==> src/rtl/core/b64e_pkg.sv <==
// Package: shared types, constants and the alphabet lookup for the base64 stream encoder.
`timescale 1ns / 1ps
package b64e_pkg;

  localparam int unsigned Q_DEPTH = 2;
  localparam int unsigned Q_AW = (Q_DEPTH > 1) ? $clog2(Q_DEPTH) : 1;
  localparam int unsigned Q_CW = $clog2(Q_DEPTH + 1);

  localparam logic [7:0] PAD_CHAR = 8'h3D;

  typedef enum logic [1:0] {
    PH0 = 2'd0,
    PH1 = 2'd1,
    PH2 = 2'd2
  } phase_t;

  // One accepted byte turns into one to four characters.
  typedef struct packed {
    logic [3:0][7:0] chars;
    logic [1:0]      cnt_m1;
    logic            last;
  } cmd_t;

  typedef struct packed {
    phase_t     phase;
    logic [3:0] carry;
  } front_stat_t;

  typedef struct packed {
    logic full;
    logic empty;
  } q_stat_t;

  function automatic logic [7:0] b64_char(input logic [5:0] v);
    logic [7:0] c;
    c = 8'h2F;
    if (v < 6'd26) begin
      c = 8'h41 + {2'b00, v};
    end else if (v < 6'd52) begin
      c = 8'h61 + {2'b00, v - 6'd26};
    end else if (v < 6'd62) begin
      c = 8'h30 + {2'b00, v - 6'd52};
    end else if (v == 6'd62) begin
      c = 8'h2B;
    end
    return c;
  endfunction

endpackage

==> src/rtl/core/b64e_byte_if.sv <==
// Interface: byte channel into the encoder.
`timescale 1ns / 1ps
interface b64e_byte_if;
  logic       valid;
  logic       ready;
  logic [7:0] data_byte;
  logic       is_last;

  modport source (output valid, output data_byte, output is_last, input ready);
  modport sink (input valid, input data_byte, input is_last, output ready);
endinterface

==> src/rtl/core/b64e_char_if.sv <==
// Interface: character channel out of the encoder.
`timescale 1ns / 1ps
interface b64e_char_if;
  logic       valid;
  logic       ready;
  logic [7:0] out_char;
  logic       final_char;

  modport source (output valid, output out_char, output final_char, input ready);
  modport sink (input valid, input out_char, input final_char, output ready);
endinterface

==> src/rtl/core/b64e_front.sv <==
// Front end: accepts bytes, tracks group phase and carry, builds character commands.
`timescale 1ns / 1ps
module b64e_front (
  input  logic                 clk,
  input  logic                 rst,
  b64e_byte_if.sink            byte_ch,
  input  logic                 q_full,
  output logic                 push,
  output b64e_pkg::cmd_t       cmd,
  output b64e_pkg::front_stat_t stat
);

  b64e_pkg::phase_t phase;
  b64e_pkg::phase_t phase_next;
  logic [3:0]       carry;
  logic [3:0]       carry_next;
  logic [7:0]       b;
  logic             last;

  assign b             = byte_ch.data_byte;
  assign last          = byte_ch.is_last;
  assign byte_ch.ready = !q_full;
  assign push          = byte_ch.valid && !q_full;
  assign stat.phase    = phase;
  assign stat.carry    = carry;

  // next state
  always_comb begin
    case (phase)
      b64e_pkg::PH1: begin
        phase_next = b64e_pkg::PH2;
        carry_next = b[3:0];
      end
      b64e_pkg::PH2: begin
        phase_next = b64e_pkg::PH0;
        carry_next = 4'd0;
      end
      default: begin
        phase_next = b64e_pkg::PH1;
        carry_next = {2'b00, b[1:0]};
      end
    endcase
    if (last) begin
      phase_next = b64e_pkg::PH0;
      carry_next = 4'd0;
    end
  end

  // command outputs
  always_comb begin
    cmd.chars  = {4{b64e_pkg::PAD_CHAR}};
    cmd.cnt_m1 = 2'd0;
    cmd.last   = last;
    case (phase)
      b64e_pkg::PH1: begin
        cmd.chars[0] = b64e_pkg::b64_char({carry[1:0], b[7:4]});
        cmd.chars[1] = b64e_pkg::b64_char({b[3:0], 2'b00});
        cmd.cnt_m1   = last ? 2'd2 : 2'd0;
      end
      b64e_pkg::PH2: begin
        cmd.chars[0] = b64e_pkg::b64_char({carry, b[7:6]});
        cmd.chars[1] = b64e_pkg::b64_char(b[5:0]);
        cmd.cnt_m1   = 2'd1;
      end
      default: begin
        cmd.chars[0] = b64e_pkg::b64_char(b[7:2]);
        cmd.chars[1] = b64e_pkg::b64_char({b[1:0], 4'b0000});
        cmd.cnt_m1   = last ? 2'd3 : 2'd0;
      end
    endcase
  end

  always_ff @(posedge clk) begin
    if (rst) begin
      phase <= b64e_pkg::PH0;
      carry <= 4'd0;
    end else if (push) begin
      phase <= phase_next;
      carry <= carry_next;
    end
  end

endmodule

==> src/rtl/core/b64e_queue.sv <==
// Short command queue between front end and character emitter.
`timescale 1ns / 1ps
module b64e_queue (
  input  logic               clk,
  input  logic               rst,
  input  logic               push,
  input  b64e_pkg::cmd_t     push_data,
  input  logic               pop,
  output b64e_pkg::cmd_t     pop_data,
  output b64e_pkg::q_stat_t  stat
);

  localparam logic [b64e_pkg::Q_AW-1:0] PTR_LAST = b64e_pkg::Q_AW'(b64e_pkg::Q_DEPTH - 1);
  localparam logic [b64e_pkg::Q_CW-1:0] CNT_FULL = b64e_pkg::Q_CW'(b64e_pkg::Q_DEPTH);

  b64e_pkg::cmd_t               entries [b64e_pkg::Q_DEPTH];
  logic [b64e_pkg::Q_AW-1:0]    wr_ptr;
  logic [b64e_pkg::Q_AW-1:0]    rd_ptr;
  logic [b64e_pkg::Q_CW-1:0]    count;
  logic                         do_push;
  logic                         do_pop;

  assign stat.full  = (count == CNT_FULL);
  assign stat.empty = (count == '0);
  assign do_push    = push && !stat.full;
  assign do_pop     = pop && !stat.empty;
  assign pop_data   = entries[rd_ptr];

  always_ff @(posedge clk) begin
    if (do_push) begin
      entries[wr_ptr] <= push_data;
    end
  end

  always_ff @(posedge clk) begin
    if (rst) begin
      wr_ptr <= '0;
      rd_ptr <= '0;
      count  <= '0;
    end else begin
      if (do_push) begin
        wr_ptr <= (wr_ptr == PTR_LAST) ? '0 : wr_ptr + 1'b1;
      end
      if (do_pop) begin
        rd_ptr <= (rd_ptr == PTR_LAST) ? '0 : rd_ptr + 1'b1;
      end
      if (do_push && !do_pop) begin
        count <= count + 1'b1;
      end else if (do_pop && !do_push) begin
        count <= count - 1'b1;
      end
    end
  end

endmodule

==> src/rtl/core/b64e_back.sv <==
// Back end: emits the characters of each command, one item per cycle while the output channel is ready.
`timescale 1ns / 1ps
module b64e_back (
  input  logic             clk,
  input  logic             rst,
  input  logic             q_empty,
  input  b64e_pkg::cmd_t   q_data,
  output logic             pop,
  b64e_char_if.source      char_ch
);

  b64e_pkg::cmd_t cur;
  logic           cur_valid;
  logic [1:0]     idx;
  logic           at_end;
  logic           take;

  assign at_end             = (idx == cur.cnt_m1);
  assign take               = char_ch.valid && char_ch.ready;
  assign pop                = !q_empty && (!cur_valid || (take && at_end));
  assign char_ch.valid      = cur_valid;
  assign char_ch.out_char   = cur.chars[idx];
  assign char_ch.final_char = cur.last && at_end;

  always_ff @(posedge clk) begin
    if (pop) begin
      cur <= q_data;
    end
  end

  always_ff @(posedge clk) begin
    if (rst) begin
      cur_valid <= 1'b0;
      idx       <= 2'd0;
    end else if (pop) begin
      cur_valid <= 1'b1;
      idx       <= 2'd0;
    end else if (take) begin
      if (at_end) begin
        cur_valid <= 1'b0;
      end else begin
        idx <= idx + 2'd1;
      end
    end
  end

endmodule

==> src/rtl/core/base64_stream_encoder.sv <==
// Base64 stream encoder: three bytes in, four characters out, '=' padding at message end.
// The first character of a byte is offered once its command has passed the queue and been loaded into the back end.
// Throughput: one character per cycle while the output channel is ready;
//   the one-character output channel sets that figure.
// Bytes keep being accepted while the 2-entry command queue has room.
// Reset (rst, synchronous) clears group phase, carry, queue and output state.
`timescale 1ns / 1ps
module base64_stream_encoder (
  input  logic         clk,
  input  logic         rst,
  b64e_byte_if.sink    byte_ch,
  b64e_char_if.source  char_ch
);

  logic                  push;
  logic                  pop;
  b64e_pkg::cmd_t        push_cmd;
  b64e_pkg::cmd_t        pop_cmd;
  b64e_pkg::q_stat_t     q_st;
  b64e_pkg::front_stat_t front_st;

  b64e_front u_front (
    .clk     (clk),
    .rst     (rst),
    .byte_ch (byte_ch),
    .q_full  (q_st.full),
    .push    (push),
    .cmd     (push_cmd),
    .stat    (front_st)
  );

  b64e_queue u_queue (
    .clk       (clk),
    .rst       (rst),
    .push      (push),
    .push_data (push_cmd),
    .pop       (pop),
    .pop_data  (pop_cmd),
    .stat      (q_st)
  );

  b64e_back u_back (
    .clk     (clk),
    .rst     (rst),
    .q_empty (q_st.empty),
    .q_data  (pop_cmd),
    .pop     (pop),
    .char_ch (char_ch)
  );

  assert property (@(posedge clk) disable iff (rst) !(q_st.full && q_st.empty))
    else $error("queue flagged both full and empty");

  assert property (@(posedge clk) disable iff (rst)
    (byte_ch.valid && byte_ch.ready && byte_ch.is_last)
    |=> (front_st.phase == b64e_pkg::PH0 && front_st.carry == 4'd0))
    else $error("group state not cleared after last byte");

  assert property (@(posedge clk) disable iff (rst)
    $rose(char_ch.valid) |-> $past(!q_st.empty))
    else $error("output went valid without a queued command");

endmodule
==> src/flat_wrapper.sv <==
// flat-port wrapper written by rule: the top's interface ports become plain ports
module base64_stream_encoder_flat 
  (clk, rst, byte_ch_valid, byte_ch_data_byte, byte_ch_is_last, byte_ch_ready, char_ch_valid, char_ch_out_char, char_ch_final_char, char_ch_ready);
  b64e_byte_if byte_ch_i ();
  b64e_char_if char_ch_i ();
  input  logic clk;
  input  logic rst;
  input wire logic [$bits(byte_ch_i.valid)-1:0] byte_ch_valid;
  input wire logic [$bits(byte_ch_i.data_byte)-1:0] byte_ch_data_byte;
  input wire logic [$bits(byte_ch_i.is_last)-1:0] byte_ch_is_last;
  output wire logic [$bits(byte_ch_i.ready)-1:0] byte_ch_ready;
  output wire logic [$bits(char_ch_i.valid)-1:0] char_ch_valid;
  output wire logic [$bits(char_ch_i.out_char)-1:0] char_ch_out_char;
  output wire logic [$bits(char_ch_i.final_char)-1:0] char_ch_final_char;
  input wire logic [$bits(char_ch_i.ready)-1:0] char_ch_ready;
  assign byte_ch_i.valid = byte_ch_valid;
  assign byte_ch_i.data_byte = byte_ch_data_byte;
  assign byte_ch_i.is_last = byte_ch_is_last;
  assign byte_ch_ready = byte_ch_i.ready;
  assign char_ch_valid = char_ch_i.valid;
  assign char_ch_out_char = char_ch_i.out_char;
  assign char_ch_final_char = char_ch_i.final_char;
  assign char_ch_i.ready = char_ch_ready;
  base64_stream_encoder u_core (.clk(clk), .rst(rst), .byte_ch(byte_ch_i), .char_ch(char_ch_i));
endmodule
==> config.mk <==
export PLATFORM = sky130hd
export DESIGN_NAME = base64_stream_encoder_flat
export DESIGN_NICKNAME = d
export VERILOG_FILES = /design/src/rtl/core/b64e_pkg.sv /design/src/rtl/core/b64e_byte_if.sv /design/src/rtl/core/b64e_char_if.sv /design/src/rtl/core/b64e_front.sv /design/src/rtl/core/b64e_queue.sv /design/src/rtl/core/b64e_back.sv /design/src/rtl/core/base64_stream_encoder.sv /design/src/flat_wrapper.sv
export SDC_FILE = /design/constraint.sdc
export NUM_CORES = 1
export LEC_CHECK = 0
export ABC_AREA = 1
export BUFFER_PORTS_ARGS = -buffer_cell sky130_fd_sc_hd__buf_2
export CAP_MARGIN = 5
export CORE_MARGIN = 2
export CORE_UTILIZATION = 68
export DETAILED_ROUTE_END_ITERATION = 16
export GPL_TIMING_DRIVEN = 0
export PLACE_DENSITY = 0.87
export SYNTH_ARGS = -nofsm -noshare
export SYNTH_HDL_FRONTEND = slang
export SYNTH_SLANG_ARGS = --single-unit
==> constraint.sdc <==
create_clock -name clk -period 6 [get_ports clk]
set_input_delay 0.6 -clock clk [delete_from_list [all_inputs] [get_ports clk]]
set_output_delay 0.6 -clock clk [all_outputs]
set_load 0.005 [all_outputs]
==> results of run 1 <==
cells in the mapped netlist, types with 6 or more instances:
library cell  number
o211ai_1           8
nand2_2           16
nand2_1          199
xor2_1            23
xnor2_1            6
inv_1             53
a21oi_1           35
inv_2             12
ha_1              45
nor2_1            45
o21ai_1            9
edfxtp_1          57
a31oi_1            6
dfxtp_1           13
nor2_2             6
nand3_1           38
clkbuf_1           7
o21ai_0           33
power groups by stage:
stage               logic, mW  clock network (mW)  registers (mW)
finish                  0.760               0.402           0.789
global route            0.844               0.421           0.801
CTS                     0.748               0.402           0.787
detailed placement      0.722                   0           0.791
global placement        0.685                   0           0.786
floorplan               0.520                   0           0.774
area by class of cell:
class,count,share of cell area [%]
tap,102,2.180
multi-input combinational,518,51.56
clock buffer,15,3.741
buffer,18,1.945
inverter,70,4.703
sequential,70,33.69
clock inverter,1,0.08551
timing repair buffer,24,2.095
critical path, cell delays in order, from the launching register on:
cell,delay (ns)
dfxtp_1,0.63
inv_2,0.22
ha_1,0.35
inv_1,0.06
nand2_1,0.08
nor2_1,0.13
nand3_1,0.10
nand2_1,0.08
nor2_1,0.04
o21ai_1,0.14
nand2_1,0.07
nand2_1,0.07
nand2_1,0.09
sequential cells by signal (all words and copies together) (netlist names):
register / flops
u_core.u_queue.entries: 38
u_core.u_back.cur: 19
u_core.u_front.carry: 4
u_core.u_back.idx: 2
u_core.u_front.phase: 2
u_core.u_queue.count: 2
u_core.u_back.char_ch.valid: 1
u_core.u_queue.rd_ptr: 1
u_core.u_queue.wr_ptr: 1
worst paths after layout:
kind / startpoint / to / slack, ns / cells after the start
worst max-delay path: u_core.u_front.carry[0]$_SDFFE_PP0P_ / u_core.u_queue.entries[0][9]$_DFFE_PP_ / 3.66 / 12
worst max register to register: u_core.u_front.carry[0]$_SDFFE_PP0P_ / u_core.u_queue.entries[0][9]$_DFFE_PP_ / 3.66 / 12
worst min register to register: u_core.u_queue.entries[1][2]$_DFFE_PP_ / u_core.u_back.cur[2]$_DFFE_PP_ / 0.52 / 2
worst min-delay path: u_core.u_queue.entries[1][2]$_DFFE_PP_ / u_core.u_back.cur[2]$_DFFE_PP_ / 0.52 / 2
metrics by stage:
step,std cells,cell area (sq um)
2_1_floorplan,676,5376
5_1_grt,818,5853
3_5_place_dp,802,5629
4_1_cts,818,5853
6_report,818,5853
3_3_place_gp,801,5619
placed cells by master (no fill, tap or decap), types with 3 or more instances in the layout:
master | Yosys | layout
ha_1 | 45 | 45
nand2_4 | 5 | 5
nand4_1 | 4 | 4
nand3_1 | 38 | 38
buf_6 | 4 | 4
buf_2 | 4 | 27
inv_4 | 3 | 3
o21bai_1 | 3 | 3
inv_2 | 12 | 12
inv_1 | 53 | 53
xnor2_1 | 6 | 6
o21ai_0 | 33 | 33
clkbuf_8 | 0 | 12
a21oi_1 | 35 | 35
edfxtp_1 | 57 | 57
xor2_1 | 23 | 23
o21ai_2 | 4 | 4
nand2_1 | 199 | 199
nand2_2 | 16 | 16
a211oi_1 | 4 | 4
nor2_2 | 6 | 7
nor2_1 | 45 | 44
a31oi_1 | 6 | 6
o21ai_1 | 9 | 9
buf_4 | 3 | 4
nor2_4 | 4 | 4
nor3_1 | 5 | 5
clkbuf_1 | 7 | 8
o211ai_1 | 8 | 8
dfxtp_1 | 13 | 13
cells by family after synthesis:
family                     count (synthesis)  synth area share, %
AOI/OAI and AO/OA                        112                12.47
xor gates and xnor gates                  31                5.539
adders and majority gates                 45                10.47
buffers and inverters                     88                7.238
DFF                                       70                36.68
and+or+nand+nor                          330                27.60
routing by layer:
metal / global-route usage (%) / up-vias / routed length [microns]
li1: - / 2296 / -
met1: 40.73 / 2213 / 5595
met2: 58.15 / 213 / 6902
met3: 4.963 / 30 / 864
met4: 12.25 / 0 / 289
met5: 0 / - / 0
==> impl_metrics.json, run 1 <==
{
  "yosysWarnings": 0,
  "post-place-ws_ns": 3.377,
  "via_per_inst": 5.809,
  "ys.flop_type": "edfxtp_1",
  "die_area_sq_um": 8634,
  "netlist_instances": 676,
  "synth.avg_cell_area_sq_um": 7.953,
  "die_h_microns": 92.92,
  "crit_required_ns": 6.07,
  "n_antenna_cell": 0,
  "cts_resized": 0,
  "fin_skew_ns": 0.01364,
  "core-area_sq_um": 7687,
  "slew-limit-headroom_pct": 33.77,
  "max_cap_viol_count": 0,
  "cts.sinks": 70,
  "yosysSeqAreaShare_pct": 36.68,
  "dp_hpwl_microns": 9874,
  "async_flop_share_pct": 0,
  "clk_transition_reported_paths_ns": 0.08,
  "p_sw_uw": 745.4,
  "multi_input_area_sq_um": 3018,
  "wirelength_microns": 13650,
  "die_x_microns": 92.92,
  "ant_nets": 0,
  "finalCriticalPeriod_ns": 2.336,
  "wire_per_inst_microns": 16.69,
  "drive_above_1_share_pct": 15.92,
  "fill_cells": 578,
  "grt_pass1_vias": 4663,
  "syn-cell-area_sq_um": 5376,
  "rsz0062_at_grt": "no",
  "start_kind": "flip-flop",
  "syn-num-nets": 734,
  "netlist.area_leader.share_pct": 31.84,
  "cts_setup_buffers": 0,
  "dr.first_iter.drc_count": 404,
  "synth_edf_count": 57,
  "hold_buffers": 0,
  "drc": 0,
  "synth_cell_types": 47,
  "clock_path_buffers": 2,
  "antenna_found_initial": 0,
  "peakVddDrop_uv": 141.6,
  "fmax_ghz": 0.4280,
  "numCtsBuffers": 9,
  "grt_first_pass_wirelength_microns": 22330,
  "power.total_mw": 1.951,
  "synth_top_cells_by_area": "edfxtp_1 32%, nand2_1 14%, ha_1 10%",
  "finalCritPeriodShare_pct": 38.94,
  "synth_seq_cells": 70,
  "crit_fanout": 10,
  "pin_count": 24,
  "arrival_ns": 2.40,
  "numPortBuffers": 23,
  "fp-row-count": 32,
  "dr.pass1.iters": 5,
  "globalplace.congestion": 0.9638,
  "p_leak_nw": 2.616,
  "drv_slew": 0,
  "cts_tree": "built",
  "internal_power_mw": 1.206,
  "tightest_slew_ns": 0.9924,
  "power_frac_seq_pct": 40.4,
  "path_class": "flip-flop to flip-flop",
  "pwr-share-comb_pct": 38.9,
  "cts_root_buf": "clkbuf_8",
  "globalRouteOverflowTotal": 0,
  "final.setup.worst_slack_ns": 3.664,
  "seqCellArea_sq_um": 1972,
  "cts_max_level": 3,
  "p_per_area_nw_per_um2": 333.4,
  "clk_latency_ns": 0.35,
  "critPathCaptureType": "flip-flop",
  "hold_ws_ns": 0.5164,
  "final_util_pct": 76.14,
  "vias": 4752,
  "start_util_pct": 69.94,
  "finalSetupViolCount": 0,
  "synth_top_area_cell": "edfxtp_1",
  "grt_max_degree": 21,
  "switching_share_pct": 38.20,
  "tns_ns": 0,
  "clkPwrFrac_pct": 20.6,
  "track_usage_pct": 32.94,
  "status": "completed",
  "final_nets": 769,
  "hold_class": "flip-flop to flip-flop",
  "hold_viol": 0,
  "area_growth_pct": 8.867
}
No activity file was read; power rests on OpenSTA's default activity.
==> run 2, diff against run 1 <==
--- a/config.mk
+++ b/config.mk
@@ -9,10 +9,10 @@
 export BUFFER_PORTS_ARGS = -buffer_cell sky130_fd_sc_hd__buf_2
 export CAP_MARGIN = 5
 export CORE_MARGIN = 2
-export CORE_UTILIZATION = 68
+export CORE_UTILIZATION = 63
 export DETAILED_ROUTE_END_ITERATION = 16
 export GPL_TIMING_DRIVEN = 0
-export PLACE_DENSITY = 0.87
+export PLACE_DENSITY = 0.81
 export SYNTH_ARGS = -nofsm -noshare
 export SYNTH_HDL_FRONTEND = slang
 export SYNTH_SLANG_ARGS = --single-unit
==> constraint.sdc (replaced) <==
create_clock -name clk -period 2.3 [get_ports clk]
set_input_delay 0.23 -clock clk [delete_from_list [all_inputs] [get_ports clk]]
set_output_delay 0.23 -clock clk [all_outputs]
set_load 0.005 [all_outputs]
==> impl_metrics.json, run 2 (synthesized netlist as in run 1, its figures left out) <==
{
  "status": "completed",
  "cp_top_family": "simple AND/OR/NAND/NOR gates",
  "antenna_found_initial": 0,
  "cts.sinks": 70,
  "vias": 4535,
  "finalCriticalPeriod_ns": 2.096,
  "crit_fanout": 10,
  "crit_required_ns": 2.35,
  "critPathCaptureType": "flip-flop",
  "ant_nets": 0,
  "regMostFlops": "u_core.u_queue.entries",
  "track_usage_pct": 27.27,
  "fin_area_sq_um": 5821,
  "clock_path_buffers": 2,
  "grt_max_degree": 20,
  "numCtsBuffers": 9,
  "cts_setup_buffers": 0,
  "hold_viol": 0,
  "largest_reg_flops": 38,
  "via_per_inst": 5.524,
  "p_per_area_nw_per_um2": 812.9,
  "die_area_sq_um": 9289,
  "p_leak_nw": 2.589,
  "clk_latency_ns": 0.33,
  "startpoint": "u_core.u_front.carry[0]$_SDFFE_PP0P_",
  "dr.first_iter.drc_count": 287,
  "fp-row-count": 33,
  "final_nets": 769,
  "path_class": "flip-flop to flip-flop",
  "final_cell_mix": "199 x nand2_1, 57 x edfxtp_1, 53 x inv_1, 44 x ha_1, 43 x nor2_1",
  "hold_class": "input port to flip-flop",
  "hold_buffers": 0,
  "drive_above_1_share_pct": 15.92,
  "core-area_sq_um": 8258,
  "slew-limit-headroom_pct": 40.12,
  "finalSetupViolCount": 0,
  "critPathBufInv": 2,
  "globalRouteOverflowTotal": 0,
  "worstPathCellList": "inv_2 > ha_2 > inv_1 > nand2_2 > nand2_2 > nor2_1 > nand3_1 > nand2_1 > nor2_1 > o21ai_1 > nand2_1 > nand2_1 > nand2_1",
  "cts_max_level": 3,
  "hold_ws_ns": 0.1612,
  "rrSetupSlack_ns": 0.20,
  "arrival_ns": 2.15,
  "fmax_ghz": 0.4771,
  "layout_commonest_cell": "nand2_1",
  "dr.pass1.iters": 7,
  "rsz0062_at_grt": "no",
  "fin_skew_ns": 0.009106,
  "grt_pass1_vias": 4249,
  "dp_hpwl_microns": 9311,
  "cts_root_buf": "clkbuf_8",
  "pin_count": 24,
  "globalplace.congestion": 0.9501,
  "n_antenna_cell": 0,
  "wirelength_microns": 11910,
  "largestRegisters": "u_core.u_queue.entries x38, u_core.u_back.cur x19, u_core.u_front.carry x4",
  "start_kind": "flip-flop",
  "dpl-instance-area_sq_um": 5643,
  "cp_common_cell": "nand2_1",
  "max_cap_viol_count": 0,
  "power.total_mw": 4.732,
  "slowest_stage": "dfxtp_4",
  "die_x_microns": 96.38,
  "grt_first_pass_wirelength_microns": 19490,
  "r2r_start": "u_core.u_front.carry[0]$_SDFFE_PP0P_",
  "tns_ns": 0,
  "dp_cells": 805,
  "clk_transition_reported_paths_ns": 0.06,
  "start_util_pct": 65.11,
  "cpPeakStageDelay_ns": 0.39,
  "drv_slew": 0,
  "die_h_microns": 96.38,
  "peakVddDrop_uv": 466.3,
  "final_cell_count_no_fill": 821,
  "min_from": "rst",
  "area_growth_pct": 8.262,
  "finalCritPeriodShare_pct": 91.13,
  "cts_tree": "built",
  "wire_per_inst_microns": 14.51,
  "tightest_slew_ns": 0.8972,
  "numPortBuffers": 23,
  "drc": 0
}
==> run 2: cell counts in the layout (fill, tap and decap cells not counted) <==
No cell type changed its count.
==> run 2: timing repair <==
item,in CTS,in global routing
setup endpoints to repair,0,14
hold endpoints to repair,0,0
resized for setup,0,3
==> run 2: cell type report <==
type / count / area (sq um)
Tap cell: 105 / 131.4
Sequential cell: 70 / 1976
Inverter: 70 / 275.3
Fill cell: 697 / 2437
Buffer: 18 / 113.9
Clock inverter: 1 / 5.005
Clock buffer: 15 / 166.4
Timing Repair Buffer: 24 / 130.1
Multi-Input combinational cell: 518 / 3023
==> run 2: worst register-to-register path: stages (launching register included) <==
cell and delay, ns:
dfxtp_4 0.39, inv_2 0.18, ha_2 0.28, inv_1 0.07, nand2_2 0.09, nand2_2 0.08, nor2_1 0.12, nand3_1 0.12
nand2_1 0.08, nor2_1 0.04, o21ai_1 0.14, nand2_1 0.07, nand2_1 0.06, nand2_1 0.10
==> run 2: path summary, 6_finish.rpt <==
check                                                                end  cells past startpoint
worst max-delay path              u_core.u_queue.entries[0][9]$_DFFE_PP_                     13
worst max register to register    u_core.u_queue.entries[0][9]$_DFFE_PP_                     13
worst min-delay path            u_core.u_back.char_ch.valid$_SDFFE_PP0P_                      2
worst min register to register      u_core.u_queue.count[1]$_SDFFE_PP0P_                      2
==> run 2: through the flow <==
| stage | utilization [%] | setup slack (ns) |
|---|---|---|
| 4_1_cts | 70.41 | 0.02571 |
| 3_5_place_dp | 68.33 | 0.05916 |
| 6_report | 70.48 | 0.2041 |
| 3_3_place_gp | 68.09 | -0.1022 |
| 2_1_floorplan | - | 0.3078 |
| 5_1_grt | 70.48 | 0.05200 |
==> run 2: metal layers <==
metal  global-route usage (%)  part of all wire, %  routed length (microns)  vias up
met5                        0                    0                        0        -
met4                    8.568                  1.7                      204        0
met3                    4.034                  6.8                      811       22
met2                    47.28                   49                     5854      176
met1                    35.18                   42                     5040     2038
li1                         -                    -                        -     2299
==> run 2: power breakdown <==
group          switching (mW)  total (mW)  internal, mW
Sequential              0.124        2.03          1.90
Combinational            1.25        1.88         0.630
Clock                   0.375       0.825         0.450
Total                    1.75        4.73          2.98
==> run 3, diff against run 2 <==
--- a/config.mk
+++ b/config.mk
@@ -6,13 +6,12 @@
 export NUM_CORES = 1
 export LEC_CHECK = 0
 export ABC_AREA = 1
-export BUFFER_PORTS_ARGS = -buffer_cell sky130_fd_sc_hd__buf_2
+export BUFFER_PORTS_ARGS = -buffer_cell sky130_fd_sc_hd__buf_4
 export CAP_MARGIN = 5
 export CORE_MARGIN = 2
-export CORE_UTILIZATION = 63
+export CORE_UTILIZATION = 25
 export DETAILED_ROUTE_END_ITERATION = 16
 export GPL_TIMING_DRIVEN = 0
-export PLACE_DENSITY = 0.81
 export SYNTH_ARGS = -nofsm -noshare
 export SYNTH_HDL_FRONTEND = slang
 export SYNTH_SLANG_ARGS = --single-unit
==> impl_metrics.json, run 3 (synthesized netlist as in run 1, its figures left out) <==
{
  "finalCriticalPeriod_ns": 2.093,
  "peakVddDrop_uv": 430.2,
  "crit_required_ns": 2.35,
  "rsz0062_at_grt": "no",
  "drc": 0,
  "final_util_pct": 29.44,
  "die_area_sq_um": 22690,
  "cts_max_level": 3,
  "dr.first_iter.drc_count": 349,
  "crit_fanout": 10,
  "switching_share_pct": 35.33,
  "internal_power_mw": 3.397,
  "numCtsBuffers": 9,
  "cp_top_family": "flip-flops",
  "final_nets": 770,
  "p_per_area_nw_per_um2": 846.2,
  "p_sw_mw": 1.855,
  "cts_setup_buffers": 0,
  "n_antenna_cell": 0,
  "post-place-ws_ns": 0.03209,
  "regMostFlops": "u_core.u_queue.entries",
  "globalplace.congestion": 0.9016,
  "critPathCaptureType": "flip-flop",
  "vias": 4361,
  "die_x_microns": 150.6,
  "start_util_pct": 25.50,
  "crit_cells": 10,
  "fp-row-count": 53,
  "pwr-share-comb_pct": 37.5,
  "antenna_found_initial": 0,
  "startpoint": "u_core.u_front.carry[0]$_SDFFE_PP0P_",
  "r2r_start": "u_core.u_front.carry[0]$_SDFFE_PP0P_",
  "drive_above_1_share_pct": 16.04,
  "clock_path_buffers": 2,
  "fin_skew_ns": 0.006848,
  "dpl-instance-area_sq_um": 5928,
  "tightest_slew_ns": 0.6645,
  "area_growth_pct": 15.45,
  "grt_pass1_vias": 4212,
  "core-area_sq_um": 21090,
  "power.total_mw": 5.252,
  "grt_first_pass_wirelength_microns": 21000,
  "slowest_stage": "dfxtp_2",
  "r2r_cells": 10,
  "tns_ns": 0,
  "rrSetupSlack_ns": 0.21,
  "wirelength_microns": 12590,
  "cpPeakStageDelay_ns": 0.47,
  "globalRouteOverflowTotal": 0,
  "grt_max_degree": 20,
  "ant_nets": 0,
  "pin_count": 24,
  "cts.sinks": 70,
  "path_class": "flip-flop to flip-flop",
  "fill_cells": 2280,
  "worstPathCellList": "inv_2 > ha_1 > nor2_4 > inv_2 > nor2_1 > o21ai_0 > o21ai_0 > o22ai_1 > nand2_1 > nand2_1",
  "hold_ws_ns": 0.1379,
  "largestRegisters": "u_core.u_queue.entries x38, u_core.u_back.cur x19, u_core.u_front.carry x4",
  "finalCritPeriodShare_pct": 91.00,
  "final_cell_count_no_fill": 992,
  "dp_cells": 976,
  "wire_per_inst_microns": 12.69,
  "status": "completed",
  "max_cap_viol_count": 0,
  "finalSetupViolCount": 0,
  "final_cell_mix": "199 x nand2_1, 57 x edfxtp_1, 53 x inv_1, 45 x ha_1, 43 x nor2_1",
  "drv_slew": 0,
  "layout_commonest_cell": "nand2_1",
  "cts_root_buf": "clkbuf_16",
  "crit_end": "u_core.u_queue.entries[1][4]$_DFFE_PP_",
  "cts_tree": "built",
  "via_per_inst": 4.396,
  "final.setup.worst_slack_ns": 0.2069,
  "clk_transition_reported_paths_ns": 0.06,
  "arrival_ns": 2.14,
  "fmax_ghz": 0.4778,
  "start_kind": "flip-flop",
  "hold_viol": 0,
  "track_usage_pct": 11.63,
  "largest_reg_flops": 38,
  "clkPwrFrac_pct": 23.8,
  "p_leak_nw": 2.668,
  "hold_class": "input port to flip-flop",
  "reg2reg_to": "u_core.u_queue.entries[1][4]$_DFFE_PP_",
  "slew-limit-headroom_pct": 55.65,
  "die_h_microns": 150.6,
  "clk_latency_ns": 0.32,
  "dp_hpwl_microns": 9849,
  "critPathBufInv": 2,
  "fin_area_sq_um": 6207,
  "power_frac_seq_pct": 38.7,
  "numPortBuffers": 23,
  "dr.pass1.iters": 5
}
[run 3: timing repair]
item	in CTS	in global routing
hold buffers	0	0
gates resized for setup	0	1
setup endpoints to repair	0	14
[run 3: worst register-to-register path: stages, from the launching register on]
cell	delay [ns]
dfxtp_2	0.47
inv_2	0.16
ha_1	0.30
nor2_4	0.19
inv_2	0.10
nor2_1	0.09
o21ai_0	0.07
o21ai_0	0.13
o22ai_1	0.13
nand2_1	0.09
nand2_1	0.09
[run 3: power by group through the flow]
stage | Clock (mW) | Combinational, mW | Sequential [mW]
after global placement | 0 | 1.94 | 2.06
after global routing | 1.32 | 2.26 | 2.07
final | 1.25 | 1.97 | 2.03
after floorplan | 0 | 1.36 | 2.02
after CTS | 1.27 | 1.98 | 2.04
after detailed placement | 0 | 1.98 | 2.06
[run 3: worst min path at each step]
stage / cells after the start / start / end
2_1_floorplan: 1 / rst / u_core.u_back.char_ch.valid$_SDFFE_PP0P_
3_3_place_gp: 1 / byte_ch_is_last / u_core.u_queue.entries[1][0]$_DFFE_PP_
3_5_place_dp: 1 / byte_ch_is_last / u_core.u_queue.entries[0][0]$_DFFE_PP_
4_1_cts: 1 / byte_ch_is_last / u_core.u_queue.entries[0][0]$_DFFE_PP_
5_1_grt: 2 / rst / u_core.u_back.char_ch.valid$_SDFFE_PP0P_
6_report: 1 / byte_ch_is_last / u_core.u_queue.entries[0][0]$_DFFE_PP_
[run 3: cell type report]
type	count	area, sq um	area share [%]
Clock inverter	3	16.27	0.2620
Sequential cell	70	1973	31.79
Inverter	70	275.3	4.435
Buffer	18	113.9	1.834
Tap cell	275	344.1	5.543
Clock buffer	13	261.5	4.213
Multi-Input combinational cell	518	3020	48.66
Timing Repair Buffer	25	202.7	3.265
[run 3: routing by layer]
metal	up-vias	track usage (%)	part of all wire [%]
met5	-	0	0
met4	0	3.364	0.87
met3	9	1.515	3.9
met2	73	18.93	46
met1	1980	16.12	49
li1	2299	-	-
